$ cat config.mk
export PLATFORM = sky130hd
export DESIGN_NAME = polygon_backface_cull_top
export DESIGN_NICKNAME = d
export VERILOG_FILES = /design/src/rtl/bfc_pkg.sv /design/src/rtl/bfc_accum.sv /design/src/rtl/bfc_dot.sv /design/src/rtl/polygon_backface_cull_top.sv
export VERILOG_INCLUDE_DIRS = /design/src /design/src/rtl
export SDC_FILE = /design/constraint.sdc
export NUM_CORES = 2
export LEC_CHECK = 0
export ABC_AREA = 1
export BUFFER_PORTS_ARGS = -buffer_cell sky130_fd_sc_hd__buf_2
export CORE_MARGIN = 5
export CORE_UTILIZATION = 61
export CTS_CLUSTER_DIAMETER = 60
export DETAILED_ROUTE_END_ITERATION = 10
export PLACE_DENSITY = 0.79
export SKIP_LAST_GASP = 1
export SYNTH_ARGS = -nofsm -noshare
export SYNTH_HDL_FRONTEND = slang
export SYNTH_SLANG_ARGS = --single-unit
$ cat constraint.sdc
create_clock -name clk_i -period 11.7 [get_ports clk_i]
set_clock_uncertainty 0.1 [all_clocks]
set_input_delay 0.585 -clock clk_i [delete_from_list [all_inputs] [get_ports clk_i]]
set_output_delay 0.585 -clock clk_i [all_outputs]
set_load 0.005 [all_outputs]
$ cat src/rtl/polygon_backface_cull_top_defines.svh
// ----------------------------------------------------------------------------
// polygon_backface_cull_top_defines.svh
// assertion macros shared by the back-face cull modules
// ----------------------------------------------------------------------------
`ifndef POLYGON_BACKFACE_CULL_TOP_DEFINES_SVH
`define POLYGON_BACKFACE_CULL_TOP_DEFINES_SVH

// same-cycle implication, checked out of reset
`define BFC_ASSERT_IMP(lbl, ante, cons) \
  lbl: assert property (@(posedge clk_i) disable iff (!rst_ni) (ante) |-> (cons)) \
    else $error("bfc assertion failed");

// next-cycle implication, checked out of reset
`define BFC_ASSERT_NXT(lbl, ante, cons) \
  lbl: assert property (@(posedge clk_i) disable iff (!rst_ni) (ante) |=> (cons)) \
    else $error("bfc assertion failed");

`endif

$ cat src/rtl/bfc_pkg.sv
// ----------------------------------------------------------------------------
// bfc_pkg
// widths, register indexes and shared types of the back-face cull block
// ----------------------------------------------------------------------------
package bfc_pkg;

  // polygon size limit
  localparam int MAX_POINTS = 8;
  localparam int AXES       = 3;

  // field widths
  localparam int POS_W     = 24;
  localparam int NRM_W     = 16;
  localparam int CNT_W     = $clog2(MAX_POINTS + 1);
  localparam int POS_SUM_W = POS_W + $clog2(MAX_POINTS);
  localparam int NRM_SUM_W = NRM_W + $clog2(MAX_POINTS);
  localparam int DIFF_W    = POS_SUM_W + 1;
  localparam int PROD_W    = DIFF_W + NRM_SUM_W;
  localparam int ACC_W     = PROD_W + 2;
  localparam int CFG_IDX_W = 2;

  // configuration register indexes
  localparam logic [CFG_IDX_W-1:0] CFG_CAMERA_X = 2'd0;
  localparam logic [CFG_IDX_W-1:0] CFG_CAMERA_Y = 2'd1;
  localparam logic [CFG_IDX_W-1:0] CFG_CAMERA_Z = 2'd2;

  // running sums of one polygon
  typedef struct packed {
    logic [AXES-1:0][POS_SUM_W-1:0] pos;
    logic [AXES-1:0][NRM_SUM_W-1:0] nrm;
    logic [CNT_W-1:0]               count;
    logic                           overflow;
  } bfc_sums_t;

endpackage

$ cat src/rtl/bfc_accum.sv
// ----------------------------------------------------------------------------
// bfc_accum
// sums vertex positions and normals, counts points, flags overflow
// ----------------------------------------------------------------------------
module bfc_accum (
  input  logic                                        clk_i,
  input  logic                                        rst_ni,
  input  logic                                        vertex_req_i,
  input  logic [bfc_pkg::AXES-1:0][bfc_pkg::POS_W-1:0] position_i,
  input  logic [bfc_pkg::AXES-1:0][bfc_pkg::NRM_W-1:0] normal_i,
  input  logic                                        clear_i,
  output bfc_pkg::bfc_sums_t                          sums_o
);
  import bfc_pkg::*;

  `include "polygon_backface_cull_top_defines.svh"

  bfc_sums_t sums_q, sums_d;
  logic      has_room;

  // room left for another point
  assign has_room = sums_q.count < CNT_W'(MAX_POINTS);

  // clear wins; else add one vertex unless the polygon is already full, which flags overflow
  always_comb begin
    sums_d = sums_q;
    if (clear_i) begin
      sums_d = '0;
    end else if (vertex_req_i) begin
      if (has_room) begin
        for (int i = 0; i < AXES; i++) begin
          sums_d.pos[i] = sums_q.pos[i]
                        + {{(POS_SUM_W-POS_W){position_i[i][POS_W-1]}}, position_i[i]};
          sums_d.nrm[i] = sums_q.nrm[i]
                        + {{(NRM_SUM_W-NRM_W){normal_i[i][NRM_W-1]}}, normal_i[i]};
        end
        sums_d.count = sums_q.count + CNT_W'(1);
      end else begin
        sums_d.overflow = 1'b1;
      end
    end
  end

  // sum registers
  always_ff @(posedge clk_i or negedge rst_ni) begin
    if (!rst_ni) begin
      sums_q <= '0;
    end else begin
      sums_q <= sums_d;
    end
  end

  assign sums_o = sums_q;

  `BFC_ASSERT_IMP(a_count_bound, 1'b1, sums_q.count <= CNT_W'(MAX_POINTS))
  `BFC_ASSERT_NXT(a_clear_empty, clear_i, (sums_q.count == '0) && !sums_q.overflow)
  `BFC_ASSERT_NXT(a_overflow_full, vertex_req_i && has_room && !sums_q.overflow, !sums_q.overflow)

endmodule

$ cat src/rtl/bfc_dot.sv
// ----------------------------------------------------------------------------
// bfc_dot
// sequencer around one shared multiplier: dot(nrm_sum, pos_sum - n*camera)
// ----------------------------------------------------------------------------
module bfc_dot (
  input  logic                                        clk_i,
  input  logic                                        rst_ni,
  input  logic                                        start_i,
  input  logic                                        skip_i,
  input  bfc_pkg::bfc_sums_t                          sums_i,
  input  logic [bfc_pkg::AXES-1:0][bfc_pkg::POS_W-1:0] camera_i,
  input  logic                                        out_free_i,
  output logic                                        busy_o,
  output logic                                        done_o,
  output logic                                        culled_o
);
  import bfc_pkg::*;

  `include "polygon_backface_cull_top_defines.svh"

  localparam int AXIS_W = $clog2(AXES);

  // sequencer states
  localparam logic [2:0] ST_IDLE = 3'd0;
  localparam logic [2:0] ST_CAM  = 3'd1;
  localparam logic [2:0] ST_DOT  = 3'd2;
  localparam logic [2:0] ST_ACC  = 3'd3;
  localparam logic [2:0] ST_DONE = 3'd4;

  logic [2:0]               state_q, state_d;
  logic [AXIS_W-1:0]        axis_q, axis_d;
  logic                     skip_q, skip_d;
  logic signed [ACC_W-1:0]  acc_q, acc_d;
  logic signed [PROD_W-1:0] mul_q, mul_d;

  logic [POS_SUM_W-1:0]        pos_sel;
  logic [NRM_SUM_W-1:0]        nrm_sel;
  logic [POS_W-1:0]            cam_sel;
  logic signed [DIFF_W-1:0]    diff;
  logic signed [DIFF_W-1:0]    mul_a;
  logic signed [NRM_SUM_W-1:0] mul_b;
  logic signed [PROD_W-1:0]    prod;

  // operands of the current axis
  assign pos_sel = sums_i.pos[axis_q];
  assign nrm_sel = sums_i.nrm[axis_q];
  assign cam_sel = camera_i[axis_q];
  assign diff    = $signed({pos_sel[POS_SUM_W-1], pos_sel}) - $signed(mul_q[DIFF_W-1:0]);

  // shared multiplier: n*camera first, then normal*difference
  always_comb begin
    if (state_q == ST_CAM) begin
      mul_a = $signed({{(DIFF_W-POS_W){cam_sel[POS_W-1]}}, cam_sel});
      mul_b = $signed({{(NRM_SUM_W-CNT_W){1'b0}}, sums_i.count});
    end else begin
      mul_a = diff;
      mul_b = $signed(nrm_sel);
    end
  end

  assign prod = mul_a * mul_b;

  // step sequencer
  always_comb begin
    state_d = state_q;
    axis_d  = axis_q;
    skip_d  = skip_q;
    acc_d   = acc_q;
    mul_d   = mul_q;
    case (state_q)
      ST_IDLE: begin
        if (start_i) begin
          state_d = ST_CAM;
          axis_d  = '0;
          skip_d  = skip_i;
          acc_d   = '0;
        end
      end
      ST_CAM: begin
        mul_d   = prod;
        state_d = ST_DOT;
      end
      ST_DOT: begin
        mul_d   = prod;
        state_d = ST_ACC;
      end
      ST_ACC: begin
        acc_d = acc_q + ACC_W'(mul_q);
        if (axis_q == AXIS_W'(AXES - 1)) begin
          state_d = ST_DONE;
        end else begin
          axis_d  = axis_q + AXIS_W'(1);
          state_d = ST_CAM;
        end
      end
      ST_DONE: begin
        if (out_free_i) begin
          state_d = ST_IDLE;
        end
      end
      default: begin
        state_d = ST_IDLE;
      end
    endcase
  end

  // control registers
  always_ff @(posedge clk_i or negedge rst_ni) begin
    if (!rst_ni) begin
      state_q <= ST_IDLE;
      axis_q  <= '0;
      skip_q  <= 1'b0;
    end else begin
      state_q <= state_d;
      axis_q  <= axis_d;
      skip_q  <= skip_d;
    end
  end

  // datapath registers
  always_ff @(posedge clk_i) begin
    acc_q <= acc_d;
    mul_q <= mul_d;
  end

  // status and verdict
  assign busy_o   = (state_q != ST_IDLE);
  assign done_o   = (state_q == ST_DONE) && out_free_i;
  assign culled_o = !skip_q && !sums_i.overflow && !acc_q[ACC_W-1] && (acc_q != '0);

  `BFC_ASSERT_IMP(a_start_idle, start_i, state_q == ST_IDLE)
  `BFC_ASSERT_NXT(a_start_cam, start_i, state_q == ST_CAM)
  `BFC_ASSERT_IMP(a_axis_range, busy_o, axis_q <= AXIS_W'(AXES - 1))

endmodule

$ cat src/rtl/polygon_backface_cull_top.sv
// a vertex that does not end its polygon is taken back to back while the dot sequencer is idle
// the last vertex starts a dot product on one shared multiplier; per axis the sequencer
// steps through ST_CAM (n*camera), ST_DOT (normal*difference) and ST_ACC, then ST_DONE
// moves the result to the output register once that is free; until then input is held
// reset (asynchronous, active low) clears the camera to zero and empties the vertex sums
// ----------------------------------------------------------------------------
// polygon_backface_cull_top
// back-face test of vertex-streamed polygons against a configurable camera
// ----------------------------------------------------------------------------
module polygon_backface_cull_top (
  input  logic                            clk_i,
  input  logic                            rst_ni,
  // vertex channel
  input  logic                            in_valid_i,
  output logic                            in_ready_o,
  input  logic [bfc_pkg::POS_W-1:0]       vertex_x_i,
  input  logic [bfc_pkg::POS_W-1:0]       vertex_y_i,
  input  logic [bfc_pkg::POS_W-1:0]       vertex_z_i,
  input  logic [bfc_pkg::NRM_W-1:0]       normal_x_i,
  input  logic [bfc_pkg::NRM_W-1:0]       normal_y_i,
  input  logic [bfc_pkg::NRM_W-1:0]       normal_z_i,
  input  logic                            last_point_i,
  input  logic                            skip_cull_i,
  // result channel
  output logic                            out_valid_o,
  input  logic                            out_ready_i,
  output logic                            culled_o,
  output logic                            too_many_points_o,
  // configuration channel
  input  logic                            cfg_valid_i,
  output logic                            cfg_ready_o,
  input  logic [bfc_pkg::CFG_IDX_W-1:0]   cfg_index_i,
  input  logic [bfc_pkg::POS_W-1:0]       cfg_data_i
);
  import bfc_pkg::*;

  logic [AXES-1:0][POS_W-1:0] camera_q;
  logic [AXES-1:0][POS_W-1:0] position;
  logic [AXES-1:0][NRM_W-1:0] normal;
  bfc_sums_t                  sums;
  logic                       vertex_req;
  logic                       start;
  logic                       dot_busy;
  logic                       dot_done;
  logic                       dot_culled;
  logic                       out_free;
  logic                       out_valid_q;
  logic                       culled_q;
  logic                       too_many_q;

  // camera registers
  assign cfg_ready_o = 1'b1;

  always_ff @(posedge clk_i or negedge rst_ni) begin
    if (!rst_ni) begin
      camera_q <= '0;
    end else if (cfg_valid_i) begin
      case (cfg_index_i)
        CFG_CAMERA_X: camera_q[0] <= cfg_data_i;
        CFG_CAMERA_Y: camera_q[1] <= cfg_data_i;
        CFG_CAMERA_Z: camera_q[2] <= cfg_data_i;
        default: ;
      endcase
    end
  end

  // input handshake
  assign in_ready_o = !dot_busy;
  assign vertex_req = in_valid_i && in_ready_o;
  assign start      = vertex_req && last_point_i;
  assign position   = {vertex_z_i, vertex_y_i, vertex_x_i};
  assign normal     = {normal_z_i, normal_y_i, normal_x_i};

  bfc_accum u_accum (
    .clk_i        (clk_i),
    .rst_ni       (rst_ni),
    .vertex_req_i (vertex_req),
    .position_i   (position),
    .normal_i     (normal),
    .clear_i      (dot_done),
    .sums_o       (sums)
  );

  bfc_dot u_dot (
    .clk_i      (clk_i),
    .rst_ni     (rst_ni),
    .start_i    (start),
    .skip_i     (skip_cull_i),
    .sums_i     (sums),
    .camera_i   (camera_q),
    .out_free_i (out_free),
    .busy_o     (dot_busy),
    .done_o     (dot_done),
    .culled_o   (dot_culled)
  );

  // output register
  assign out_free = !out_valid_q || out_ready_i;

  always_ff @(posedge clk_i or negedge rst_ni) begin
    if (!rst_ni) begin
      out_valid_q <= 1'b0;
    end else if (dot_done) begin
      out_valid_q <= 1'b1;
    end else if (out_ready_i) begin
      out_valid_q <= 1'b0;
    end
  end

  always_ff @(posedge clk_i) begin
    if (dot_done) begin
      culled_q   <= dot_culled;
      too_many_q <= sums.overflow;
    end
  end

  assign out_valid_o       = out_valid_q;
  assign culled_o          = culled_q;
  assign too_many_points_o = too_many_q;

endmodule

==> results.ini <==
[yosys]
netlist_instances = 6349
yosys_warnings = 0
syn_area_per_cell_sq_um = 7.21
netlist_area_sq_um = 45800
async_flop_share = 0.694
ys_seq_elements = 320
yosysUniqueCellTypes = 58
synthFlopType = dfrtp_1
synth_area_leader_cell = fa_1
synthDominantCellAreaShare = 0.232
syn_nets = 7372
synth_edf_count = 98
yosysSeqAreaShare = 0.186
synth_area_leaders = fa_1, dfrtp_1, nand2_1

[setup_path]
start_kind = register
slowest_delay_ns = 0.66
worst-setup-path-type = reg2reg
arrival_ns = 10.67
path_max_fanout = 43
end_kind = register
cp_slowest_cell = fa_1
crit_required_ns = 11.95
cp_top_family = adder cells
timing.critical_path.buf_inv = 6
cp_common_cell = nand2_1

[drt]
postRouteAntennaNets = 0
drc_errors = 0
drt-total-wl_mm = 156
avgViaCountPerCell = 5.93
firstDrtPassIters = 6
vias = 44200
initialDrtViolationCount = 4102
routedWlPerCell_um = 20.9

[timing]
tightest_slew_ns = 1.12
timing.final.crit_share = 0.890
slew_headroom = 0.241
rsz0062_at_grt = no
max_freq_mhz = 96.0
finalCriticalPeriod_ns = 10.42
tns_ns = 0
setup_violations = 0
slew_violations = 0
hold_violations = 0

[placement]
port-buffer-count = 156
dp_hpwl_mm = 124
gp_congestion = 1.05

[clock_network]
cts_resized = 0
worstSkewPairLatency_ns = 0.62
cts_setup_buffers = 0
cts_tree = yes
cts.reportedPaths.clkPinSlew_ns = 0.06
cts.hold.buffers_added = 1
cts_buffers = 48
cts.path.max_buffers = 3
h-tree-depth = 2
cts.sinks = 320
clock-root-buffer = clkbuf_16

[global_routing]
grt_max_degree = 86
antenna_found_initial = 5
grt_overflow = 0
grt_first_pass_wirelength_mm = 245
grtUsageTotal = 0.383
grt_pass1_vias = 44300

[outcome]
status = completed

[floorplanning]
num_rows = 100
die_h_um = 284
die_area_sq_um = 80600
initial_core_util = 0.615
die_w_um = 284
core_sq_um = 74400
ios = 158

[layout]
regArea_sq_um = 8500
area.growth.synth_to_final_pct = 7.14
final_nets = 7466
fill_cells = 6646
multi_input_comb_area_sq_um = 32300
drive_gt1_frac = 0.0559

[hold_path]
hp-class = in2reg

[flow_run]
maxCapViolations = 0

## state kept, by name, indices dropped and copies added (netlist names)
name and count:
u_dot.mul_q 47, u_dot.axis_q 2, out_valid_o 1, camera_q 72, too_many_points_o 1, culled_o 1
u_dot.skip_q 1, u_accum.sums_o 143, u_dot.acc_q 49, u_dot.state_q 3
## logic make-up (layout without fill, tap and decap cells)
group,after synthesis,after routing,synth area share
DFF,320,320,0.186
adders and majority gates,870,870,0.325
buffers and inverters,1301,1433,0.110
other,1,4,0.0000819
and+or+nand+nor,2741,2741,0.245
xor gates and xnor gates,61,61,0.0117
AOI/OAI and AO/OA,1054,1054,0.123
muxes,1,1,0.000246
## worst register-to-register path, delay by kind of cell, from the launching register on
kind,cells,cell delay [ns]
simple gates,15,2.55
fa+ha+maj,9,4.42
buf+inv,6,1.57
compound gates,6,1.16
flops,1,0.40
## area by class of cell
class	count	share of cell area
Clock inverter	28	0.00625
Antenna cell	3	0.000153
Tap cell	969	0.0247
Sequential cell	320	0.173
Timing Repair Buffer	194	0.0220
Multi-Input combinational cell	4728	0.658
Clock buffer	60	0.0271
Inverter	1151	0.0881
## metal layers
| metal | routed length (um) | vias to the layer above | GRT usage |
|---|---|---|---|
| li1 | - | 20300 | - |
| met1 | 61800 | 21000 | 0.508 |
| met2 | 69600 | 2346 | 0.610 |
| met3 | 16000 | 567 | 0.0818 |
| met4 | 8600 | 6 | 0.174 |
| met5 | 44 | - | 0 |
## Yosys cell counts, drive strengths merged (10+ instances only)
| cell | instances |
|---|---|
| a21boi | 13 |
| a21o | 23 |
| a21oi | 413 |
| buf | 92 |
| clkbuf | 58 |
| dfrtp | 222 |
| edfxtp | 98 |
| fa | 530 |
| ha | 340 |
| inv | 1151 |
| nand2 | 1498 |
| nand3 | 353 |
| nand3b | 17 |
| nand4 | 47 |
| nor2 | 724 |
| nor3 | 60 |
| nor4 | 20 |
| o21a | 25 |
| o21ai | 502 |
| o21bai | 24 |
| o22ai | 23 |
| or2 | 10 |
| xnor2 | 25 |
| xor2 | 36 |
## layout by cell type (no fill, tap or decap), types with 8 or more instances in the layout
master     netlist  routed
o21a_1          25      25
clkbuf_16        0      50
edfxtp_1        98      98
o21bai_1        24      24
fa_1           530     530
o211ai_1         8       8
nand3b_1        17      17
xnor2_1         25      25
buf_2           75     155
inv_6            0       9
buf_4            9      37
nand2_1       1479    1478
o22ai_1         23      23
nor4_1          20      20
xor2_1          36      36
nand3_1        348     348
a21oi_1        411     411
nand4_1         47      47
or2_2           10      10
nor2_1         721     719
ha_1           340     340
nand2_2         19      20
inv_2           33      32
dfrtp_1        222     221
o21ai_0        483     482
a21boi_0        13      13
o21ai_1         16      15
inv_1         1118    1118
nor3_1          58      58
a21o_1          23      23
## stage by stage
step | worst slack, ns | area, sq um | hold slack (ns) | utilization | cells
after floorplan | 3.25 | 45800 | 0.189 | - | 6349
after global placement | 1.47 | 47400 | 0.360 | 0.637 | 7361
after detailed placement | 1.41 | 47400 | 0.368 | 0.637 | 7361
after CTS | 1.41 | 49000 | 0.0819 | 0.659 | 7450
after global routing | 0.707 | 49000 | 0.104 | 0.659 | 7451
final | 1.28 | 49100 | 0.103 | 0.659 | 7453
## final timing paths
path	startpoint	cells after the start	end	slack, ns
min in group asynchronous	rst_ni	2	u_accum.sums_o[30]$_DFFE_PN0P_	0.47
max	u_dot.axis_q[0]$_DFFE_PN0P_	36	u_dot.mul_q[46]$_DFFE_PP_	1.28
min	skip_cull_i	2	u_dot.skip_q$_DFFE_PN0P_	0.10
max reg2reg	u_dot.axis_q[0]$_DFFE_PN0P_	36	u_dot.mul_q[46]$_DFFE_PP_	1.28
min reg2reg	camera_q[30]$_DFFE_PN0P_	2	camera_q[30]$_DFFE_PN0P_	0.38
max in group asynchronous	rst_ni	4	u_dot.axis_q[0]$_DFFE_PN0P_	8.71
Power is not shown: default switching activity piles up to over one toggle a cycle in this logic, so the estimate is an artifact.
